[config.mk]
export PLATFORM = sky130hd
export DESIGN_NAME = lfu_cache_table
export DESIGN_NICKNAME = d
export VERILOG_FILES = /design/src/rtl/core/lfu_pkg.sv /design/src/rtl/core/lfu_ctrl.sv /design/src/rtl/core/lfu_dp.sv /design/src/rtl/core/lfu_cache_table.sv
export SDC_FILE = /design/constraint.sdc
export NUM_CORES = 2
export LEC_CHECK = 0
export ABC_AREA = 1
export BUFFER_PORTS_ARGS = -buffer_cell sky130_fd_sc_hd__buf_2
export CAP_MARGIN = 30
export CORE_MARGIN = 2
export CORE_UTILIZATION = 50
export CTS_CLUSTER_SIZE = 24
export DETAILED_ROUTE_END_ITERATION = 10
export GPL_ROUTABILITY_DRIVEN = 1
export PLACE_DENSITY_LB_ADDON = 0.2
export SLEW_MARGIN = 10
export SYNTH_ARGS = -nofsm -noshare
export SYNTH_HDL_FRONTEND = slang
export SYNTH_SLANG_ARGS = --single-unit
[constraint.sdc]
create_clock -name clk -period 6.6 [get_ports clk]
set_input_delay 0.66 -clock clk [delete_from_list [all_inputs] [get_ports clk]]
set_output_delay 0.66 -clock clk [all_outputs]
set_load 0.05 [all_outputs]
[src/rtl/core/lfu_pkg.sv]
package lfu_pkg;

  // Register byte addresses on the configuration port.
  localparam int unsigned ADDR_CAPACITY = 0;
  localparam int unsigned PADDR_BITS    = 3;

  localparam logic OP_GET = 1'b0;
  localparam logic OP_PUT = 1'b1;

  // Commands from the controller to the datapath.
  typedef struct packed {
    logic start;     // latch the item, clear the scan results, rewind the index
    logic issue;     // read the entry at the index and step the index
    logic sweep;     // data read now is rewritten instead of scanned
    logic decide;    // latch the update plan and the result, rewind the index
    logic load_out;  // move the result into the output register
  } lfu_cmd_t;

  // Status from the datapath to the controller.
  typedef struct packed {
    logic idx_last;
    logic need_sweep;
    logic out_free;
  } lfu_status_t;

endpackage

[src/rtl/core/lfu_ctrl.sv]
module lfu_ctrl (
  input  logic                 clk,
  input  logic                 rst,
  input  logic                 in_valid,
  output logic                 in_ready,
  input  lfu_pkg::lfu_status_t st,
  output lfu_pkg::lfu_cmd_t    cmd
);

  typedef enum logic [6:0] {
    S_IDLE      = 7'b0000001,
    S_SCAN      = 7'b0000010,
    S_SCAN_END  = 7'b0000100,
    S_DECIDE    = 7'b0001000,
    S_SWEEP     = 7'b0010000,
    S_SWEEP_END = 7'b0100000,
    S_RESULT    = 7'b1000000
  } state_t;

  state_t state, state_next;

  always_ff @(posedge clk) begin
    if (rst) begin
      state <= S_IDLE;
    end else begin
      state <= state_next;
    end
  end

  assign in_ready = (state == S_IDLE);

  always_comb begin
    state_next = state;
    cmd = '0;
    unique case (state)
      S_IDLE: begin
        if (in_valid) begin
          cmd.start = 1'b1;
          state_next = S_SCAN;
        end
      end
      S_SCAN: begin
        cmd.issue = 1'b1;
        if (st.idx_last) begin
          state_next = S_SCAN_END;
        end
      end
      S_SCAN_END: begin
        state_next = S_DECIDE;
      end
      S_DECIDE: begin
        cmd.decide = 1'b1;
        state_next = st.need_sweep ? S_SWEEP : S_RESULT;
      end
      S_SWEEP: begin
        cmd.issue = 1'b1;
        cmd.sweep = 1'b1;
        if (st.idx_last) begin
          state_next = S_SWEEP_END;
        end
      end
      S_SWEEP_END: begin
        cmd.sweep = 1'b1;
        state_next = S_RESULT;
      end
      S_RESULT: begin
        if (st.out_free) begin
          cmd.load_out = 1'b1;
          state_next = S_IDLE;
        end
      end
      default: begin
        state_next = S_IDLE;
      end
    endcase
  end

endmodule

[src/rtl/core/lfu_dp.sv]
module lfu_dp #(
  parameter int unsigned CAPACITY   = 16,
  parameter int unsigned COUNT_BITS = 16
) (
  input  logic                 clk,
  input  logic                 rst,
  input  lfu_pkg::lfu_cmd_t    cmd,
  output lfu_pkg::lfu_status_t st,
  input  logic                 operation,
  input  logic signed [31:0]   key,
  input  logic signed [31:0]   value,
  input  logic [4:0]           capacity,
  output logic                 out_valid,
  input  logic                 out_ready,
  output logic                 hit,
  output logic signed [31:0]   read_value,
  output logic                 evicted
);

  localparam int unsigned IW = (CAPACITY > 1) ? $clog2(CAPACITY) : 1;
  localparam int unsigned AW = IW;
  localparam int unsigned FW = $clog2(CAPACITY + 1);
  localparam int unsigned CW = (FW > 5) ? FW : 5;
  localparam int unsigned EW = 64 + COUNT_BITS + AW;

  // Entry record: key, value, use count, age rank (0 is most recent).
  logic [EW-1:0] mem [CAPACITY];
  logic [EW-1:0] rdata;
  logic [CAPACITY-1:0] vbits;

  logic          op_q;
  logic [31:0]   key_q, val_q;
  logic [IW-1:0] idx, pend_idx;
  logic          pend, pend_sweep;

  // Scan results.
  logic [FW-1:0] fill;
  logic          found_f, free_f;
  logic [IW-1:0] found_idx, free_idx, vic_idx;
  logic [31:0]   found_val;
  logic [AW-1:0] found_age, vic_age;
  logic [COUNT_BITS-1:0] vic_cnt;

  // Update plan.
  logic          touch_q, ins_q, ev_q, res_hit_q;
  logic [IW-1:0] s_q;
  logic [AW-1:0] r_q;
  logic [31:0]   res_val_q;

  logic [31:0]           r_key, r_val;
  logic [COUNT_BITS-1:0] r_cnt;
  logic [AW-1:0]         r_age;
  logic                  r_v;

  assign r_key = rdata[EW-1 -: 32];
  assign r_val = rdata[EW-33 -: 32];
  assign r_cnt = rdata[AW +: COUNT_BITS];
  assign r_age = rdata[AW-1:0];
  assign r_v   = vbits[pend_idx];

  // Plan from the finished scan.
  logic [CW-1:0] cap_ext, cap_eff;
  logic          d_touch, d_ins, d_ev;
  logic [IW-1:0] d_s;
  logic [AW-1:0] d_r;
  logic [31:0]   d_val;

  always_comb begin
    cap_ext = CW'(capacity);
    cap_eff = (cap_ext > CW'(CAPACITY)) ? CW'(CAPACITY) : cap_ext;
    d_touch = 1'b0;
    d_ins   = 1'b0;
    d_ev    = 1'b0;
    d_s     = found_idx;
    d_r     = found_age;
    d_val   = '0;
    if (op_q == lfu_pkg::OP_GET) begin
      d_val   = found_f ? found_val : '1;
      d_touch = found_f;
    end else if (cap_eff != '0) begin
      if (found_f) begin
        d_touch = 1'b1;
      end else begin
        d_ins = 1'b1;
        if (CW'(fill) >= cap_eff) begin
          d_ev = 1'b1;
          d_s  = vic_idx;
          d_r  = vic_age;
        end else begin
          d_s = free_idx;
        end
      end
    end
  end

  // Sweep write.
  logic          wr_en, at_s;
  logic [EW-1:0] wr_data;
  logic [COUNT_BITS-1:0] cnt_inc;

  always_comb begin
    at_s    = (pend_idx == s_q);
    cnt_inc = (r_cnt == '1) ? r_cnt : r_cnt + 1'b1;
    wr_en   = pend && pend_sweep && (r_v || at_s);
    wr_data = rdata;
    if (touch_q) begin
      if (at_s) begin
        wr_data = {r_key, (op_q == lfu_pkg::OP_PUT) ? val_q : r_val, cnt_inc, AW'(0)};
      end else if (r_age < r_q) begin
        wr_data = {r_key, r_val, r_cnt, r_age + 1'b1};
      end
    end else begin
      if (at_s) begin
        wr_data = {key_q, val_q, COUNT_BITS'(1), AW'(0)};
      end else if (!(ev_q && r_age > r_q)) begin
        wr_data = {r_key, r_val, r_cnt, r_age + 1'b1};
      end
    end
  end

  always_ff @(posedge clk) begin
    if (cmd.issue) begin
      rdata <= mem[idx];
    end
    if (wr_en) begin
      mem[pend_idx] <= wr_data;
    end
  end

  always_ff @(posedge clk) begin
    if (rst) begin
      vbits <= '0;
    end else if (pend && pend_sweep && ins_q && at_s) begin
      vbits[pend_idx] <= 1'b1;
    end
  end

  always_ff @(posedge clk) begin
    if (rst) begin
      pend      <= 1'b0;
      out_valid <= 1'b0;
    end else begin
      pend <= cmd.issue;
      if (cmd.load_out) begin
        out_valid <= 1'b1;
      end else if (out_ready) begin
        out_valid <= 1'b0;
      end
    end
  end

  always_ff @(posedge clk) begin
    pend_idx   <= idx;
    pend_sweep <= cmd.sweep;
    if (cmd.start || cmd.decide) begin
      idx <= '0;
    end else if (cmd.issue) begin
      idx <= idx + 1'b1;
    end
    if (cmd.start) begin
      op_q    <= operation;
      key_q   <= key;
      val_q   <= value;
      fill    <= '0;
      found_f <= 1'b0;
      free_f  <= 1'b0;
    end else if (pend && !pend_sweep) begin
      if (r_v) begin
        fill <= fill + 1'b1;
        if (r_key == key_q) begin
          found_f   <= 1'b1;
          found_idx <= pend_idx;
          found_val <= r_val;
          found_age <= r_age;
        end
        if (fill == '0 || r_cnt < vic_cnt || (r_cnt == vic_cnt && r_age > vic_age)) begin
          vic_idx <= pend_idx;
          vic_cnt <= r_cnt;
          vic_age <= r_age;
        end
      end else if (!free_f) begin
        free_f   <= 1'b1;
        free_idx <= pend_idx;
      end
    end
    if (cmd.decide) begin
      touch_q   <= d_touch;
      ins_q     <= d_ins;
      ev_q      <= d_ev;
      s_q       <= d_s;
      r_q       <= d_r;
      res_hit_q <= found_f;
      res_val_q <= d_val;
    end
    if (cmd.load_out) begin
      hit        <= res_hit_q;
      read_value <= res_val_q;
      evicted    <= ev_q;
    end
  end

  assign st.idx_last   = (idx == IW'(CAPACITY - 1));
  assign st.need_sweep = d_touch || d_ins;
  assign st.out_free   = !out_valid || out_ready;

endmodule

[src/rtl/core/lfu_cache_table.sv]
// Channel   Handshake               Payload
// in        in_valid / in_ready     operation, key, value
// out       out_valid / out_ready   hit, read_value, evicted
// cfg       APB psel/penable        capacity at byte address 0
//
// A get miss, or a put while capacity is zero, makes one pass over the entry
// memory through its single read port to find the key, the fill, a free slot
// and the victim; any other item adds a second read-modify-write pass that
// updates age ranks, counts and the new entry. Reset clears the valid bits,
// the controller state, the read-pending flag and out_valid, and sets
// capacity to 16. A new item is taken while the last result still waits in
// the output register; a finished item holds until that register frees.
module lfu_cache_table #(
  parameter int unsigned CAPACITY   = 16,
  parameter int unsigned COUNT_BITS = 16
) (
  input  logic                           clk,
  input  logic                           rst,
  input  logic                           in_valid,
  output logic                           in_ready,
  input  logic                           operation,
  input  logic signed [31:0]             key,
  input  logic signed [31:0]             value,
  output logic                           out_valid,
  input  logic                           out_ready,
  output logic                           hit,
  output logic signed [31:0]             read_value,
  output logic                           evicted,
  input  logic                           psel,
  input  logic                           penable,
  input  logic                           pwrite,
  input  logic [lfu_pkg::PADDR_BITS-1:0] paddr,
  input  logic [31:0]                    pwdata,
  output logic [31:0]                    prdata,
  output logic                           pready
);

  logic [4:0] capacity;
  logic       cap_sel;

  lfu_pkg::lfu_cmd_t    cmd;
  lfu_pkg::lfu_status_t st;

  // The only register sits at the first word; other words read as zero.
  assign cap_sel = (paddr[lfu_pkg::PADDR_BITS-1:2] ==
                    1'(lfu_pkg::ADDR_CAPACITY >> 2));
  assign pready  = 1'b1;
  assign prdata  = cap_sel ? {27'd0, capacity} : 32'd0;

  always_ff @(posedge clk) begin
    if (rst) begin
      capacity <= 5'd16;
    end else if (psel && penable && pwrite && cap_sel) begin
      capacity <= pwdata[4:0];
    end
  end

  lfu_ctrl u_ctrl (
    .clk      (clk),
    .rst      (rst),
    .in_valid (in_valid),
    .in_ready (in_ready),
    .st       (st),
    .cmd      (cmd)
  );

  lfu_dp #(
    .CAPACITY   (CAPACITY),
    .COUNT_BITS (COUNT_BITS)
  ) u_dp (
    .clk        (clk),
    .rst        (rst),
    .cmd        (cmd),
    .st         (st),
    .operation  (operation),
    .key        (key),
    .value      (value),
    .capacity   (capacity),
    .out_valid  (out_valid),
    .out_ready  (out_ready),
    .hit        (hit),
    .read_value (read_value),
    .evicted    (evicted)
  );

endmodule
# Yosys cells after proc, flatten, opt, wreduce, memory -nomap -nowiden
# Memory sizes are Yosys's and may differ from the RTL's. A register that Yosys moved wholly into a read port is not among the register bits.
# Cells that the tools add are included.
[word_totals] elab_cells=145 regBits=257 ram_bits=1344 mem_count=1 inputBits=107
[classes] n_eq_ne=16 bitwise=7 n_addsub=4 n_mux=46 n_lt_le_gt_ge=8 reduce_logical=32
[mem_list] memory="u_dp.mem" depth=16 width=84 rd=1 rd_ports_with_merged_regs=1 wr=1 line="lfu_dp.sv:27" rtl="logic [EW-1:0] mem [CAPACITY];"
[op_table] cell="2-to-1 mux 84 bit" n=2
[op_table] cell="2-to-1 mux 32 bit" n=2
[op_table] cell="2-to-1 mux 52 bit" n=1
[op_table] cell="one-hot mux 7 bit (7 select lines)" n=1
[op_table] cell="2-to-1 mux 4 bit" n=10
[op_table] cell="2-to-1 mux 7 bit" n=5
[op_table] cell="== test 32 bit" n=1
[op_table] cell="2-to-1 mux 1 bit" n=20
[op_table] cell="adder 16 x 1 -> 16 bit (second input constant)" n=1
[op_table] cell="== test 16 bit" n=1
[op_table] cell="== test 16 bit (second input constant)" n=1
[op_table] cell="less-than comparator 16 bit" n=1
[op_table] cell="2-to-1 mux 16 bit" n=1
[op_table] cell="bitwise OR 16 bit" n=1
[op_table] cell="AND reduction 4 bit" n=4
[op_table] cell="logical AND 1 bit" n=11
[op_table] cell="2-to-1 mux 5 bit" n=2
[op_table] cell="adder 4 x 1 -> 4 bit (second input constant)" n=2
[op_table] cell="> comparator 4 bit" n=2
[op_table] cell="!= test 2 bit (second input constant)" n=4
[op_table] cell="== test 7 x 1 -> 1 bit (second input constant)" n=1
[op_table] cell="== test 7 x 2 -> 1 bit (second input constant)" n=1
[op_table] cell="== test 7 x 3 -> 1 bit (second input constant)" n=1
[op_table] cell="== test 7 x 4 -> 1 bit (second input constant)" n=1
[op_table] cell="other kinds (23)" n=36

# Depth between registers and ports, before layout
[logic_depth] depth_word=8 mapped_depth=13 ltp_nobuf=13

# Modules after synthesis
# From an unflattened synthesis, not the netlist that was laid out.
[hier_totals] hier_cells=4999 area_unflattened_um2=66332.4
[modules_own_cells] module="lfu_dp" area_each_um2=65335.2 instances=1 cells_each=4844 seq_area_each_um2=49897.9
[modules_own_cells] module="lfu_ctrl" area_each_um2=505.5 instances=1 cells_each=79 seq_area_each_um2=140.1
[modules_own_cells] module="lfu_cache_table" area_each_um2=491.7 instances=1 cells_each=76 seq_area_each_um2=100.1

# Least setup slack after synthesis
# Ideal clock, no wire load.
[synth_timing] path_kind="register -> register" startpoint="register u_dp.pend_idx[0]" endpoint="memory u_dp.mem[10][0] (netlist bit), enable pin" stages_incl_launch_ff=13 path_slack_ns=1.227 arrival_time_ns=4.844 n_path_buf=2 synth_period_minus_slack_ns=5.373 required_ns=6.072 setup_time_ns=0.528 path_cell_list="dfxtp_1 buf_4 nand2_1 nand2_1 nand2_1 nand2_1 nand2_1 nand2_1 inv_1 nand2_1 o21bai_4 buf_6 nor2_1"
[synth_via] elab_chain_cells=6 elab_cells_between_ends=7
[synth_rtl] item="from (decl)" line="lfu_dp.sv:33" rtl="logic [IW-1:0] idx, pend_idx;"
[synth_rtl] item="from (signal assigned)" line="lfu_dp.sv:153" rtl="pend_idx <= idx;"
[synth_rtl] item="binary-select mux 1 bit (select 4 bit)" line="lfu_dp.sv:59" rtl="assign r_v = vbits[pend_idx];"
[synth_rtl] item="2-to-1 mux 1 bit (not written as such)" line="lfu_dp.sv:59"
[synth_rtl] item="logical OR 1 bit" line="lfu_dp.sv:104" rtl="wr_en = pend && pend_sweep && (r_v || at_s);"
[synth_rtl] item="logical AND 1 bit" line="lfu_dp.sv:104"
[synth_rtl] item="2-to-1 mux 1 bit" line="lfu_dp.sv:125" rtl="if (wr_en) begin"
[synth_rtl] item="2-to-1 mux 1 bit (not written as such)" line="lfu_dp.sv:126" rtl="mem[pend_idx] <= wr_data;"
[synth_rtl] item="to (decl)" line="lfu_dp.sv:27"
# Several ways; a longest one is shown, not always the timed one. The select of a mux whose other input is x is not followed.

# Worst setup path after layout
[layout_timing] startpoint="register u_dp.pend_idx[0]" endpoint="memory u_dp.mem[1][64] (netlist bit), enable pin"
# The elaborated chain is that of the path after synthesis.

==> results.ini <==
[grt]
grt_remaining_overflow=0
grt_max_degree=205
first_global_vias=38600
globalRouteTotalUtil_pct=23.1
grt_pass1_wl_mm=238
antenna_found_initial=1

[timing]
setup_tns_ns=0
grt_setup_unrepaired=false
hold_viol=0
finalMaxSlewViolations=0
fin_skew_ns=0.0208
period_minus_slack_ns=4.01
setup_viol=0
final.setup.worst_slack_ns=2.59
worstMarginPinSlew_ns=1.21
fmax_ghz=0.249
fin_crit_sh_pct=60.7
slew_headroom_pct=19.0

[placed_design]
io_buffer_count=118
placed_area_sq_um=69300
dpl_worst_slack_ns=2.59
dp_hpwl_mm=79.0
place_congestion=0.836

[pwr]
pwr_density_cell_nw_per_um2=301
p_leak_nw=25.3
ir_drop_mv=0.252

[job]
maxCapViolations=0

[run_status]
outcome=complete, no violations

[worst_setup_path]
required_ns=7.01
critPathLaunch=u_dp.pend_idx[0]
worst_setup_path_start_kind=flop
worstReg2RegEnd=u_dp.mem[1][64]
rr_startpoint=u_dp.pend_idx[0]
crit_arrival_ns=4.42
rr_worst_depth=9
path_max_fanout=45
end_kind=flop
endpoint=u_dp.mem[1][64]
worstSetupPathType=reg2reg
rrSetupSlack_ns=2.59

[logic_synthesis]
synth_common_cells=edfxtp_1, nor2_1, o21ai_0
synthFlopType=edfxtp_1
async_flop_share_pct=0
ys_seq_elements=1685
synth.top_cell.area_share_pct=73.6
syn_inst=5143
synth.cell_area_sq_um=66900
ys_seq_area_share_pct=75.0
synth_edf_count=1639
synth_cell_types=40
yosysMostFrequentCell=edfxtp_1
yosysTopAreaCell=edfxtp_1
synth_area_per_cell_sq_um=13.0
yosysWarnings=0
synth_area_leaders=edfxtp_1, nor2_1, o21ai_0

[floorplanning]
fp.dieW_microns=370
core.rowCount=134
io_pins=176
die_height_microns=370
core_area_sq_um=133000
initial_core_util_pct=50.2
fp.dieArea_sq_um=137000

[clocking]
cts.htree.levels=4
numCtsBuffers=169
cts.path.max_buffers=3
clock_latency_ns=0.80
root_buffer=clkbuf_16
clock-sinks=1685
clk_pin_slew_ns=0.06
cts_tree=done
post_cts_buffers=0

[min_path]
hp-class=in2reg

[route]
drc=0
wire_per_inst_microns=22.2
met3_length_mm=11.4
via_count=40900
viasPerCell=5.69
drt_first_pass_iters=8
wl_met1_mm=69.5
first_iter_violations=4550
ant_nets=0
met2_wirelength_mm=74.6
top_layer=met4
wl_mm=160

[cells_and_area]
finalInstanceArea_sq_um=75300
fill_cells=10600
final_nets=5422
syn_to_final_growth_pct=12.6
drive_above_1_share_pct=9.75
diodes=0
post-route-util_pct=56.5

-- logic make-up after synthesis --
family / count (synthesis) / share of synthesized area (%)
xor gates and xnor gates: 44 / 0.576
adders and majority gates: 34 / 0.636
buffers and inverters: 486 / 3.34
and+or+nand+nor: 1879 / 11.0
DFF: 1685 / 75.0
other: 2 / 0.0112
AOI/OAI and AO/OA: 1013 / 9.45
-- layout by cell type (no fill, tap or decap), types with 4 or more instances in the layout --
master	netlist	layout
inv_16	0	4
edfxtp_1	1639	1639
dfxtp_1	46	43
o211ai_1	172	172
nor2_1	1144	1126
nor3_1	8	7
nand4_1	11	11
a21oi_1	37	37
buf_4	59	77
o32ai_1	168	168
clkbuf_1	156	37
o21ai_0	562	562
xor2_1	37	37
nand3_1	179	179
nor2_4	2	19
o22ai_1	5	5
bufinv_16	0	14
buf_12	0	20
conb_1	2	28
dlygate4sd3_1	0	47
inv_6	0	8
clkinv_2	0	30
inv_2	4	5
buf_2	81	118
clkbuf_16	0	171
inv_1	153	147
a31oi_1	17	17
o21ai_2	32	32
clkinv_1	2	44
ha_1	34	34
xnor2_1	7	7
o21ai_1	11	11
nand2_1	527	527
-- layout make-up --
cell class                 instances  area (sq um)  share of cell area (%)
clock buffer                     211          4460                    5.93
inverter                         160           627                   0.833
timing repair buffer             267          2140                    2.84
multi-input combinational       2998         14700                    19.6
tap                             1768          2210                    2.94
clock inverter                   104           948                    1.26
sequential                      1685         50100                    66.6
-- through the flow --
step	hold WS, ns	cells	total power [mW]
CTS	0.0000768	7186	22.8
global placement	0.402	6811	13.4
global route	0.00365	7193	23.4
finish	0.0518	7193	22.7
detailed placement	0.405	6824	13.5
floorplan	0.326	5169	13.1
-- where the power goes --
part           leakage (nW)  total, mW  switching, mW  internal, mW
Sequential             15.1       11.9         0.0720          11.8
Combinational          7.53       1.40          0.995         0.405
Clock                  2.65       9.40           4.03          5.36
-- worst min-delay path by stage --
stage | from | to | slack (ns) | cells after the start
final | value[18] | u_dp.val_q[18] | 0.05 | 1
after global routing | value[18] | u_dp.val_q[18] | 0.004 | 1
after CTS | value[18] | u_dp.val_q[18] | 0.00008 | 1
after detailed placement | u_dp.res_val_q[11] | u_dp.read_value[11] | 0.40 | 0
after global placement | u_dp.res_val_q[25] | u_dp.read_value[25] | 0.40 | 0
after floorplan | u_dp.idx[2] | u_dp.pend_idx[2] | 0.33 | 0
-- routing by layer --
layer / global-route usage (%) / vias to the layer above
met5: 0 / -
met4: 6.80 / 0
met1: 33.1 / 20300
met3: 3.61 / 234
met2: 36.7 / 1482
li1: - / 18900
-- timing repair --
| action | CTS | global route |
|---|---|---|
| hold buffers | 47 | 0 |
| gates resized for setup | 0 | 0 |
| endpoints found under the hold margin | 47 | 0 |
-- sequential cells by signal, indices dropped and copies added, names as in the netlist, 5 cells and up --
name and flops:
capacity 5, u_dp.fill 5, u_dp.vbits 16, u_dp.mem 1344, u_dp.key_q 32, u_ctrl.state 7, u_dp.res_val_q 32, u_dp.rdata 84
u_dp.read_value 32, u_dp.val_q 32, u_dp.found_val 32, u_dp.vic_cnt 16
-- critical path, cell delays in order, from the launching register on --
cell and delay [ns]:
dfxtp_1 0.71, xor2_1 0.16, a21oi_2 0.18, nand2_4 0.18, clkinv_4 0.28, o21bai_4 0.09, buf_4 0.27, nor2_4 0.12
buf_4 0.69, buf_4 0.83
No activity file was read; power rests on OpenSTA's default activity.
